==> src/rtl/core/dmtt_pkg.sv <==
// Shared types and constants of the delayed message timer table.
// Used by every module under rtl/core; depends on nothing.
package dmtt_pkg;

    localparam int ID_W        = 32;
    localparam int TIME_W      = 32;
    localparam int MAX_RESULTS = 16;
    localparam int FIRE_W      = 5;     // holds 0 .. MAX_RESULTS
    localparam int IN_DATA_W   = 104;   // 97 payload bits padded to whole bytes

    typedef enum logic [1:0] {
        K_POST   = 2'd0,
        K_REMOVE = 2'd1,
        K_CLEAR  = 2'd2,
        K_TICK   = 2'd3
    } t_kind;

    typedef enum logic [1:0] {
        ST_DONE  = 2'd0,
        ST_FULL  = 2'd1,
        ST_FIRED = 2'd2,
        ST_NONE  = 2'd3
    } t_status;

    // One table entry as stored in the entry memory
    typedef struct packed {
        logic [ID_W-1:0]   id;
        logic              once;
        logic [TIME_W-1:0] delay;
        logic [TIME_W-1:0] start;
    } t_entry;

    // One result transfer
    typedef struct packed {
        t_status         status;
        logic [ID_W-1:0] fired_id;
        logic            last;
    } t_res;

    // Flags from the shared compare unit
    typedef struct packed {
        logic eq;    // entry id equals key
        logic gt;    // entry id above key
        logic due;   // wrapping elapsed time reached the delay
    } t_cmp;

endpackage

==> src/rtl/core/dmtt_cmp.sv <==
// Shared compare unit: id match/order against the key and due test of one entry.
// Depends on dmtt_pkg.
module dmtt_cmp import dmtt_pkg::*; (
    input  t_entry            i_entry,
    input  logic [ID_W-1:0]   i_key,
    input  logic [TIME_W-1:0] i_now,
    output t_cmp              o_cmp
);

    logic [TIME_W-1:0] elapsed;

    assign elapsed   = i_now - i_entry.start;   // wraps mod 2^32
    assign o_cmp.eq  = (i_entry.id == i_key);
    assign o_cmp.gt  = (i_entry.id > i_key);
    assign o_cmp.due = (elapsed >= i_entry.delay);

endmodule

==> src/rtl/core/dmtt_obuf.sv <==
// Output register stage: holds one result until the downstream side takes it.
// Depends on dmtt_pkg.
module dmtt_obuf import dmtt_pkg::*; (
    input  logic i_clk,
    input  logic i_rst_n,
    input  logic i_push,
    input  t_res i_res,
    output logic o_rdy,
    output logic o_valid,
    input  logic i_tready,
    output t_res o_res
);

    logic r_valid;
    t_res r_res;

    assign o_rdy   = !r_valid || i_tready;
    assign o_valid = r_valid;
    assign o_res   = r_res;

    always_ff @(posedge i_clk) begin
        if (!i_rst_n) begin
            r_valid <= 1'b0;
        end else if (o_rdy) begin
            r_valid <= i_push;
            if (i_push) begin
                r_res <= i_res;
            end
        end
    end

endmodule

==> src/rtl/core/dmtt_seq.sv <==
// Sequencer and entry memory of the timer table: search, shift, insert and tick scan.
// Entries stay sorted by id in slots 0 .. count-1. Depends on dmtt_pkg and dmtt_cmp.
module dmtt_seq import dmtt_pkg::*; #(
    parameter int TABLE_SIZE = 16
) (
    input  logic              i_clk,
    input  logic              i_rst_n,
    input  logic              i_valid,
    output logic              o_ready,
    input  t_kind             i_kind,
    input  logic [ID_W-1:0]   i_msg_id,
    input  logic              i_once,
    input  logic [TIME_W-1:0] i_delay,
    input  logic [TIME_W-1:0] i_now,
    output logic              o_push,
    input  logic              i_push_rdy,
    output t_res              o_res
);

    localparam int IW = (TABLE_SIZE > 1) ? $clog2(TABLE_SIZE) : 1;
    localparam int CW = $clog2(TABLE_SIZE + 1);
    localparam logic [CW-1:0] FULL_CNT = CW'(TABLE_SIZE);

    typedef enum logic [2:0] {
        S_IDLE, S_FIND, S_SHUP, S_PUT, S_SHDN, S_TICK, S_FLUSH, S_RESP
    } t_state;

    t_state            r_state, n_state;
    logic [CW-1:0]     r_cnt, n_cnt;
    logic [CW-1:0]     r_idx, n_idx;
    logic [CW-1:0]     r_wix, n_wix;
    logic              r_grow, n_grow;
    logic [FIRE_W-1:0] r_nfire, n_nfire;
    logic              r_pend_v, n_pend_v;
    logic [ID_W-1:0]   r_pend_id, n_pend_id;
    t_kind             r_kind, n_kind;
    logic [ID_W-1:0]   r_key, n_key;
    logic              r_once, n_once;
    logic [TIME_W-1:0] r_delay, n_delay;
    logic [TIME_W-1:0] r_now, n_now;
    t_status           r_status, n_status;

    t_entry            r_mem [TABLE_SIZE];
    t_entry            r_rd;
    logic [CW-1:0]     n_rda;
    logic              wr_en;
    logic [CW-1:0]     wr_addr;
    t_entry            wr_data;

    t_cmp              cmp;
    logic              last_idx;
    logic              fire;
    logic              keep;

    dmtt_cmp u_cmp (
        .i_entry (r_rd),
        .i_key   (r_key),
        .i_now   (r_now),
        .o_cmp   (cmp)
    );

    assign o_ready  = (r_state == S_IDLE);
    assign last_idx = (r_idx == (r_cnt - CW'(1)));
    assign fire     = cmp.due && (r_nfire < FIRE_W'(MAX_RESULTS));
    assign keep     = !(fire && r_rd.once);

    always_comb begin
        n_state   = r_state;
        n_cnt     = r_cnt;
        n_idx     = r_idx;
        n_wix     = r_wix;
        n_grow    = r_grow;
        n_nfire   = r_nfire;
        n_pend_v  = r_pend_v;
        n_pend_id = r_pend_id;
        n_kind    = r_kind;
        n_key     = r_key;
        n_once    = r_once;
        n_delay   = r_delay;
        n_now     = r_now;
        n_status  = r_status;
        n_rda     = r_idx;
        wr_en     = 1'b0;
        wr_addr   = r_wix;
        wr_data   = r_rd;
        o_push    = 1'b0;
        o_res.status   = r_status;
        o_res.fired_id = '0;
        o_res.last     = 1'b1;

        unique case (r_state)
            S_IDLE: begin
                if (i_valid) begin
                    n_kind   = i_kind;
                    n_key    = i_msg_id;
                    n_once   = i_once;
                    n_delay  = (i_delay == '0) ? TIME_W'(1) : i_delay;
                    n_now    = i_now;
                    n_idx    = '0;
                    n_rda    = '0;
                    n_wix    = '0;
                    n_nfire  = '0;
                    n_pend_v = 1'b0;
                    unique case (i_kind)
                        K_POST: begin
                            if (r_cnt == '0) begin
                                n_grow  = 1'b1;
                                n_state = S_PUT;
                            end else begin
                                n_state = S_FIND;
                            end
                        end
                        K_REMOVE: begin
                            if (r_cnt == '0) begin
                                n_status = ST_DONE;
                                n_state  = S_RESP;
                            end else begin
                                n_state = S_FIND;
                            end
                        end
                        K_CLEAR: begin
                            n_cnt    = '0;
                            n_status = ST_DONE;
                            n_state  = S_RESP;
                        end
                        K_TICK: begin
                            if (r_cnt == '0) begin
                                n_status = ST_NONE;
                                n_state  = S_RESP;
                            end else begin
                                n_state = S_TICK;
                            end
                        end
                        default: n_state = S_IDLE;
                    endcase
                end
            end
            S_FIND: begin
                if (r_kind == K_POST) begin
                    if (cmp.eq) begin
                        n_grow  = 1'b0;
                        n_state = S_PUT;
                    end else if (cmp.gt || last_idx) begin
                        if (r_cnt == FULL_CNT) begin
                            n_status = ST_FULL;
                            n_state  = S_RESP;
                        end else if (cmp.gt) begin
                            // open a gap at r_idx: move the tail up from the top
                            n_wix   = r_cnt;
                            n_rda   = r_cnt - CW'(1);
                            n_state = S_SHUP;
                        end else begin
                            n_idx   = r_cnt;
                            n_grow  = 1'b1;
                            n_state = S_PUT;
                        end
                    end else begin
                        n_idx = r_idx + CW'(1);
                        n_rda = r_idx + CW'(1);
                    end
                end else begin
                    if (cmp.eq) begin
                        if (last_idx) begin
                            n_cnt    = r_cnt - CW'(1);
                            n_status = ST_DONE;
                            n_state  = S_RESP;
                        end else begin
                            n_wix   = r_idx;
                            n_rda   = r_idx + CW'(1);
                            n_state = S_SHDN;
                        end
                    end else if (cmp.gt || last_idx) begin
                        n_status = ST_DONE;
                        n_state  = S_RESP;
                    end else begin
                        n_idx = r_idx + CW'(1);
                        n_rda = r_idx + CW'(1);
                    end
                end
            end
            S_SHUP: begin
                wr_en   = 1'b1;
                wr_addr = r_wix;
                wr_data = r_rd;
                if (r_wix == (r_idx + CW'(1))) begin
                    n_grow  = 1'b1;
                    n_state = S_PUT;
                end else begin
                    n_wix = r_wix - CW'(1);
                    n_rda = r_wix - CW'(2);
                end
            end
            S_PUT: begin
                wr_en         = 1'b1;
                wr_addr       = r_idx;
                wr_data.id    = r_key;
                wr_data.once  = r_once;
                wr_data.delay = r_delay;
                wr_data.start = r_now;
                if (r_grow) begin
                    n_cnt = r_cnt + CW'(1);
                end
                n_status = ST_DONE;
                n_state  = S_RESP;
            end
            S_SHDN: begin
                wr_en   = 1'b1;
                wr_addr = r_wix;
                wr_data = r_rd;
                if ((r_wix + CW'(1)) == (r_cnt - CW'(1))) begin
                    n_cnt    = r_cnt - CW'(1);
                    n_status = ST_DONE;
                    n_state  = S_RESP;
                end else begin
                    n_wix = r_wix + CW'(1);
                    n_rda = r_wix + CW'(2);
                end
            end
            S_TICK: begin
                // a new firing releases the one held back before it
                if (fire && r_pend_v) begin
                    o_push         = 1'b1;
                    o_res.status   = ST_FIRED;
                    o_res.fired_id = r_pend_id;
                    o_res.last     = 1'b0;
                end
                if (fire && r_pend_v && !i_push_rdy) begin
                    n_rda = r_idx;
                end else begin
                    if (fire) begin
                        n_nfire   = r_nfire + FIRE_W'(1);
                        n_pend_v  = 1'b1;
                        n_pend_id = r_rd.id;
                    end
                    if (keep) begin
                        wr_en   = 1'b1;
                        wr_addr = r_wix;
                        wr_data = r_rd;
                        if (fire) begin
                            wr_data.start = r_now;
                        end
                        n_wix = r_wix + CW'(1);
                    end
                    if (last_idx) begin
                        n_cnt   = keep ? (r_wix + CW'(1)) : r_wix;
                        n_state = S_FLUSH;
                    end else begin
                        n_idx = r_idx + CW'(1);
                        n_rda = r_idx + CW'(1);
                    end
                end
            end
            S_FLUSH: begin
                o_push = 1'b1;
                if (r_pend_v) begin
                    o_res.status   = ST_FIRED;
                    o_res.fired_id = r_pend_id;
                end else begin
                    o_res.status   = ST_NONE;
                end
                if (i_push_rdy) begin
                    n_state = S_IDLE;
                end
            end
            S_RESP: begin
                o_push = 1'b1;
                if (i_push_rdy) begin
                    n_state = S_IDLE;
                end
            end
            default: n_state = S_IDLE;
        endcase
    end

    always_ff @(posedge i_clk) begin
        if (!i_rst_n) begin
            r_state  <= S_IDLE;
            r_cnt    <= '0;
            r_idx    <= '0;
            r_wix    <= '0;
            r_grow   <= 1'b0;
            r_nfire  <= '0;
            r_pend_v <= 1'b0;
        end else begin
            r_state   <= n_state;
            r_cnt     <= n_cnt;
            r_idx     <= n_idx;
            r_wix     <= n_wix;
            r_grow    <= n_grow;
            r_nfire   <= n_nfire;
            r_pend_v  <= n_pend_v;
            r_pend_id <= n_pend_id;
            r_kind    <= n_kind;
            r_key     <= n_key;
            r_once    <= n_once;
            r_delay   <= n_delay;
            r_now     <= n_now;
            r_status  <= n_status;
        end
    end

    // Entry memory: one write port, one registered read port
    always_ff @(posedge i_clk) begin
        if (wr_en) begin
            r_mem[wr_addr[IW-1:0]] <= wr_data;
        end
        r_rd <= r_mem[n_rda[IW-1:0]];
    end

    a_cnt_bound: assert property (@(posedge i_clk) disable iff (!i_rst_n)
        r_cnt <= FULL_CNT)
        else $error("entry count above table size");

    a_push_state: assert property (@(posedge i_clk) disable iff (!i_rst_n)
        o_push |-> (r_state == S_TICK || r_state == S_FLUSH || r_state == S_RESP))
        else $error("result pushed outside a result state");

    a_compact: assert property (@(posedge i_clk) disable iff (!i_rst_n)
        (r_state == S_TICK) |-> (r_wix <= r_idx))
        else $error("compaction pointer overtook scan pointer");

    a_flush_pend: assert property (@(posedge i_clk) disable iff (!i_rst_n)
        (r_state == S_FLUSH) |-> (r_pend_v == (r_nfire != '0)))
        else $error("held firing disagrees with fire count");

    a_full: assert property (@(posedge i_clk) disable iff (!i_rst_n)
        (r_state == S_RESP && r_status == ST_FULL) |-> (r_cnt == FULL_CNT))
        else $error("full status with room in the table");

endmodule

==> src/rtl/core/delayed_message_timer_table_unit.sv <==
// Top level of the delayed message timer table: stream ports, field unpacking,
// sequencer with entry memory and output register. Depends on dmtt_pkg, dmtt_seq, dmtt_obuf.
//
//  Channel   Direction  Ports                         Carries
//  s         in         i_s_tvalid/o_s_tready/data    post, remove, clear or tick command
//  m         out        o_m_tvalid/i_m_tready/data    status and fired id, tlast on final
//
// Flow: one command at a time; o_s_tready is high only while the sequencer idles.
//   Clear only zeroes the fill count. Remove and post search the live entries in id order;
//   post and remove also move one entry per step when opening or closing a gap.
//   Tick visits each live entry once, one compare per entry through the shared compare unit.
// Reset: synchronous, active low; empties the table (fill count to zero), no clearing pass.
// Stalls: a held-back output freezes the tick scan on the entry being looked at.
module delayed_message_timer_table_unit import dmtt_pkg::*; #(
    parameter int TABLE_SIZE = 16
) (
    input  logic                 i_clk,
    input  logic                 i_rst_n,
    input  logic                 i_s_tvalid,
    output logic                 o_s_tready,
    input  logic [IN_DATA_W-1:0] i_s_tdata,   // msg_id[31:0], once[32], delay[64:33], now[96:65]
    input  logic [1:0]           i_s_tuser,   // kind[1:0]
    output logic                 o_m_tvalid,
    input  logic                 i_m_tready,
    output logic [ID_W-1:0]      o_m_tdata,   // fired_id[31:0]
    output logic [1:0]           o_m_tuser,   // status[1:0]
    output logic                 o_m_tlast
);

    logic push;
    logic push_rdy;
    t_res seq_res;
    t_res out_res;

    // Unpack the command fields and run the table
    dmtt_seq #(
        .TABLE_SIZE (TABLE_SIZE)
    ) u_seq (
        .i_clk      (i_clk),
        .i_rst_n    (i_rst_n),
        .i_valid    (i_s_tvalid),
        .o_ready    (o_s_tready),
        .i_kind     (t_kind'(i_s_tuser)),
        .i_msg_id   (i_s_tdata[31:0]),
        .i_once     (i_s_tdata[32]),
        .i_delay    (i_s_tdata[64:33]),
        .i_now      (i_s_tdata[96:65]),
        .o_push     (push),
        .i_push_rdy (push_rdy),
        .o_res      (seq_res)
    );

    // Hold each result transfer until taken downstream
    dmtt_obuf u_obuf (
        .i_clk    (i_clk),
        .i_rst_n  (i_rst_n),
        .i_push   (push),
        .i_res    (seq_res),
        .o_rdy    (push_rdy),
        .o_valid  (o_m_tvalid),
        .i_tready (i_m_tready),
        .o_res    (out_res)
    );

    assign o_m_tdata = out_res.fired_id;
    assign o_m_tuser = out_res.status;
    assign o_m_tlast = out_res.last;

endmodule

==> config.mk <==
export PLATFORM = sky130hd
export DESIGN_NAME = delayed_message_timer_table_unit
export DESIGN_NICKNAME = d
export VERILOG_FILES = /design/src/rtl/core/dmtt_pkg.sv /design/src/rtl/core/dmtt_cmp.sv /design/src/rtl/core/dmtt_obuf.sv /design/src/rtl/core/dmtt_seq.sv /design/src/rtl/core/delayed_message_timer_table_unit.sv
export SDC_FILE = /design/constraint.sdc
export NUM_CORES = 2
export LEC_CHECK = 0
export ABC_AREA = 1
export BUFFER_PORTS_ARGS = -buffer_cell sky130_fd_sc_hd__buf_2
export CAP_MARGIN = 20
export CORE_MARGIN = 10
export CORE_UTILIZATION = 40
export CTS_BUF_LIST = sky130_fd_sc_hd__clkbuf_8
export DETAILED_ROUTE_END_ITERATION = 6
export GPL_TIMING_DRIVEN = 0
export PLACE_DENSITY = 0.57
export SYNTH_ARGS = -nofsm -noshare
export SYNTH_HDL_FRONTEND = slang
export SYNTH_SLANG_ARGS = --single-unit
==> constraint.sdc <==
create_clock -name i_clk -period 28.1 [get_ports i_clk]
set_input_delay 1.405 -clock i_clk [delete_from_list [all_inputs] [get_ports i_clk]]
set_output_delay 1.405 -clock i_clk [all_outputs]
set_load 0.005 [all_outputs]
# == Yosys cells after proc, flatten, opt, wreduce, memory -nomap -nowiden ==
# Memory sizes are Yosys's and may differ from the RTL's. A register that Yosys moved wholly into a read port is not among the register bits.
# Index checks and enable logic that the tools add are counted.
# classes
n_reduce_logical,31
order_cmp,3
shifts,0
n_mul,0
addsub,9
div,0
n_mux,108
n_eq_ne,48
bitwise,1
# op_table
op,n
case mux 97 bit (2 select lines),1
2-to-1 mux 5 bit,33
2-to-1 mux 32 bit,4
case mux 34 bit (2 select lines),1
case mux 5 bit (5 select lines),2
2-to-1 mux 3 bit,13
2-to-1 mux 4 bit,9
2-to-1 mux 35 bit,1
equality test 32 bit,1
greater-or-equal comparator 32 bit,1
greater-than comparator 32 bit,1
zero test 32 bit,1
subtractor 32 bit,1
2-to-1 mux 2 bit,14
"!= test 2 x 1 -> 1 bit, second input constant",12
case mux 3 bit (7 select lines),1
"adder 5 x 1 -> 5 bit, second input constant",4
case mux 4 bit (5 select lines),1
2-to-1 mux 1 bit,19
equality test 5 bit,3
"!= test 3 bit, second input constant",5
case mux 5 bit (3 select lines),1
"equality test 3 bit, second input constant",4
"!= test 2 bit, second input constant",6
other kinds (39),61
# word_totals
latchBits,0
input_bits,110
mem_bits_ro,0
n_memories,1
mem_bits_rw,1552
output_inout_bits,37
ff_bits,194
# mem_list
name,depth,width,read_ports,rd_clocked_by_memory_dff,write_ports,line_no,source
u_seq.r_mem,16,97,1,1,1,dmtt_seq.sv:43,t_entry r_mem [TABLE_SIZE];

# == Longest topological paths before layout ==
# depth
depth_word,9
ltp_mapped,44
depth_no_buf,41

# == Cells and area by module ==
# Synthesis repeated with hierarchy kept, for this count alone.
# hier_totals
cells_unflattened,8129
area_unflattened_um2,83244.8
# modules_own_cells
mod,n_inst,area_each_um2,seq_area_each_um2,cells_each
dmtt_seq,1,77896.0,53040.9,7270
dmtt_cmp,1,4249.1,0.0,817
dmtt_obuf,1,1099.8,1071.0,42

# == Worst setup path before layout ==
# Ideal clock, no wire load.
# synth_timing
kind,flip-flop to flip-flop
startpoint,register u_seq.r_now[2]
endpoint,"memory u_seq.r_mem[8][0] in the netlist's numbering, enable pin"
setup_slack_ps,16488
t_arrival_ps,10940
required_time_ps,27428
stages_incl_launch_ff,27
setup_time_ps,672
cell_sequence,edfxtp_1 > ha_1 > a21oi_1 > nand2_1 > a21oi_1 > o21ai_0 > a21boi_0 > o21bai_1 > a21oi_1 > o21ai_0 > a21boi_0 > o21ai_0 > nand2_1 > nand2_1 > xor2_1 > ha_1 > a21oi_1 > o21ai_0 > nand2_1 > nand3_1 > nor2_1 > nand3_1 > nand2_1 > nor2_1 > o311ai_0 > inv_1 > nor3_1
# synth_via
elab_chain_len,9
# synth_lines
item,line_no,source
start: declaration,dmtt_seq.sv:40,"logic [TIME_W-1:0] r_now, n_now;"
start signal: assignment,dmtt_seq.sv:297,r_now <= n_now;
subtractor 32 bit *,dmtt_cmp.sv:12,assign elapsed = i_now - i_entry.start;
greater-or-equal comparator 32 bit *,dmtt_cmp.sv:15,assign o_cmp.due = (elapsed >= i_entry.delay);
logical AND 1 bit *,dmtt_seq.sv:64,assign fire = cmp.due && (r_nfire < FIRE_W'(MAX_RESULTS));
"logical AND 1 bit, on equally long branches","dmtt_seq.sv:65, dmtt_seq.sv:227",
2-to-1 mux 1 bit / logical AND 1 bit (equally long branches),"dmtt_seq.sv:235, dmtt_seq.sv:227",
2-to-1 mux 1 bit *,dmtt_seq.sv:227,if (fire && r_pend_v && !i_push_rdy) begin
case mux 1 bit (2 select lines) *,dmtt_seq.sv:91,unique case (r_state)
2-to-1 mux 1 bit *,dmtt_seq.sv:304,if (wr_en) begin
2-to-1 mux 1 bit (not written as such) *,dmtt_seq.sv:305,r_mem[wr_addr[IW-1:0]] <= wr_data;
end: declaration,dmtt_seq.sv:43,
# Mark *: on every way between the ends. The rest lies on a longest branch, timed or not.

# == Final worst setup path ==
# layout_timing
startpoint,register u_seq.r_now[0]
endpoint,"memory u_seq.r_mem[12][44] in the netlist's numbering, enable pin"
# Same word-level chain as after synthesis.

==> key figures <==
STA
  – Setup TNS: 0 ps
  – Minimum clock period: 8760 ps
  – Final Hold Fails: 0
  – Slew HR: 0.224
  – Setup WS post-layout: 19340 ps
  – Fmax: 114 MHz
  – Max Clock Skew: 79.0 ps
  – Final number of max-transition violations: 0
  – Ratio of final minimum period to clock period: 0.312
  – Setup violators final: 0
  – Worst Tran Pin Value: 1160 ps
  – Unrepaired setup endpoints after global routing: no

Detailed routing
  – DRT Wirelength: 254000 um
  – DRC: 0
  – Vias: 59900
  – Wire per inst: 22.1 um
  – Vias/cell: 5.22
  – Final ANT Viol Nets: 0
  – 1st-iter DRT viols: 6224
  – Initial DRT Pass Iterations: 6

Synth
  – Asr flop ratio synth: 0
  – Largest cells by area after synthesis: edfxtp_1 63%, nand3_1 11%, nand2_1 8.2%, inv_1 5.1%, dfxtp_1 3.0%
  – Post-synth cell types: 59
  – Syn Nets: 8096
  – Cell count after synthesis: 7880
  – Post-synth EDFFs: 1720
  – Yosys top cell area share: 0.629
  – Synth cell count leaders: 1816 x nand3_1, 1788 x nand2_1, 1720 x edfxtp_1, 1113 x inv_1, 260 x buf_2
  – Yosys reg bits: 1843
  – Synthesized cell area: 0.0821 mm2
  – Syn avg cell area: 10.4 um2
  – Register area share after synthesis: 0.659
  – Ys Warns: 0
  – Top-count cell post-synth: nand3_1
  – Largest area contributor in the netlist: edfxtp_1
  – Main synth FF type: edfxtp_1

Clocking
  – CTS clock-pin slew for the worst setup and hold paths: 60 ps
  – Clock Tree Root: clkbuf_8
  – Clk_lat worst skew: 1060 ps
  – Setup bufs post-CTS: 0
  – Resized Gates After CTS: 0
  – TritonCTS buffer count: 327
  – CTS tree: done
  – Deepest clock path buffer count: 4
  – Post-CTS Hold Buffers: 0
  – H-tree depth: 5
  – # clock sinks: 1843

Placed design
  – GP Congestion: 0.871
  – Placed cell count: 10900
  – Pre-CTS WS: 19370 ps
  – Hpwl dp: 180000 um
  – IO Port Bufs: 139

Setup path
  – Slowest stage delay, CP: 900 ps
  – FF-to-FF path depth: 34
  – CP endpoint: u_seq.r_mem[12][44]
  – CP max FO: 11
  – CP startpoint kind: flip-flop
  – Reg-to-reg startpoint: u_seq.r_now[0]
  – Arr. time, crit path: 9470 ps
  – R2R Path End: u_seq.r_mem[12][44]
  – CP Class: reg2reg
  – Required @ worst endpoint: 28810 ps
  – Crit path launch: u_seq.r_now[0]
  – Crit end category: flip-flop
  – Critical path's slowest cell: o311ai_0
  – R2R Setup Slk: 19340 ps

Finish
  – Final core occ: 0.463
  – Layout area overhead: 15.2%
  – Post-route non-filler standard cell count: 11500
  – Share of cells above drive strength 1: 0.125
  – Sequential cell area: 0.0541 mm2
  – Fill count: 18900
  – Multi-input gate area: 0.0215 mm2
  – Nets: 8755

Floorplanning
  – Ports: 147
  – DIE WIDTH: 473 um
  – Die area: 0.224 mm2
  – Die H: 473 um
  – Core area: 0.204 mm2
  – Starting Density: 0.402
  – # rows: 166

Global route
  – Pin count of the biggest net entering global routing: 34
  – Number of global-route vias before repair: 57700
  – Initial antenna violation count: 21
  – GRT Overall Usage: 0.220
  – First-pass GRT wire length: 374000 um
  – GRT overflow: 0

Run status
  – Status: completed

Worst hold path
  – Hold Crit Class: reg2reg

Run
  – Max-cap viol count: 0
[metrics by stage]
stage,hold WS (ps),area [um2]
floorplan,408,82100
global placement,450,86100
detailed placement,449,88600
CTS,438,94500
global route,464,94600
finish,459,94600
[registers in the layout (all words and copies together) (netlist names), 5 cells and up]
signal	count
u_seq.r_key	32
u_seq.r_delay	32
u_seq.r_idx	5
u_seq.r_pend_id	32
u_seq.r_now	32
u_seq.r_cnt	5
u_seq.r_mem	1552
u_seq.r_wix	5
u_seq.r_rd	97
u_seq.r_nfire	5
u_obuf.o_res	35
[cell usage in the layout, fill, tap and decap left out, types with 105 or more instances in the layout]
cell and instances:
edfxtp_1 1720, clkbuf_8 352, ha_1 105, clkbuf_1 155, buf_4 112, nor2_1 106, nand2_1 1788, buf_2 400
inv_1 1234, nand3_1 1816, a21oi_1 133, dfxtp_1 123
[cells by family after synthesis]
logic type,synth area share
compound gates,0.0265
xor+xnor,0.00532
fa+ha+maj,0.0162
buf+inv,0.0802
flops,0.659
simple gates,0.212
[worst max-delay path, delay by kind of cell, from the launching register on]
kind | cells | cell delay [ps]
flip-flops | 1 | 540
buffers and inverters | 9 | 1700
AO/OA/AOI/OAI | 11 | 3040
AND/OR/NAND/NOR | 11 | 2320
adder cells (fa/ha/maj) | 2 | 510
XOR/XNOR | 1 | 270
[how the worst min path moves through the flow]
stage,start,end,slack [ps],depth (start not counted)
final,u_seq.r_rd[80],u_seq.r_pend_id[15],460,0
after floorplan,u_seq.r_rd[65],u_seq.r_pend_id[0],410,0
after global placement,u_seq.r_rd[81],u_seq.r_pend_id[16],450,0
after detailed placement,u_seq.r_rd[80],u_seq.r_pend_id[15],450,0
after CTS,i_s_tdata[90],u_seq.r_now[25],440,1
after global routing,u_seq.r_rd[94],u_seq.r_pend_id[29],460,0
[per-layer routing]
layer	share of wire	vias to the layer above	track usage
met5	0.00018	-	0
met4	0.037	6	0.0828
met3	0.077	473	0.0380
met2	0.46	2428	0.349
met1	0.43	29000	0.303
li1	-	28000	-
[layout make-up]
class / instances / area share
tap: 2688 / 0.0356
inverter: 1129 / 0.0448
clock inverter: 225 / 0.0114
buffer: 483 / 0.0249
clock buffer: 351 / 0.0511
multi-input combinational: 4425 / 0.228
timing repair buffer: 330 / 0.0321
antenna: 19 / 0.000503
sequential: 1843 / 0.572
Power is not shown: default switching activity piles up to over one toggle a cycle in this logic, so the estimate is an artifact.
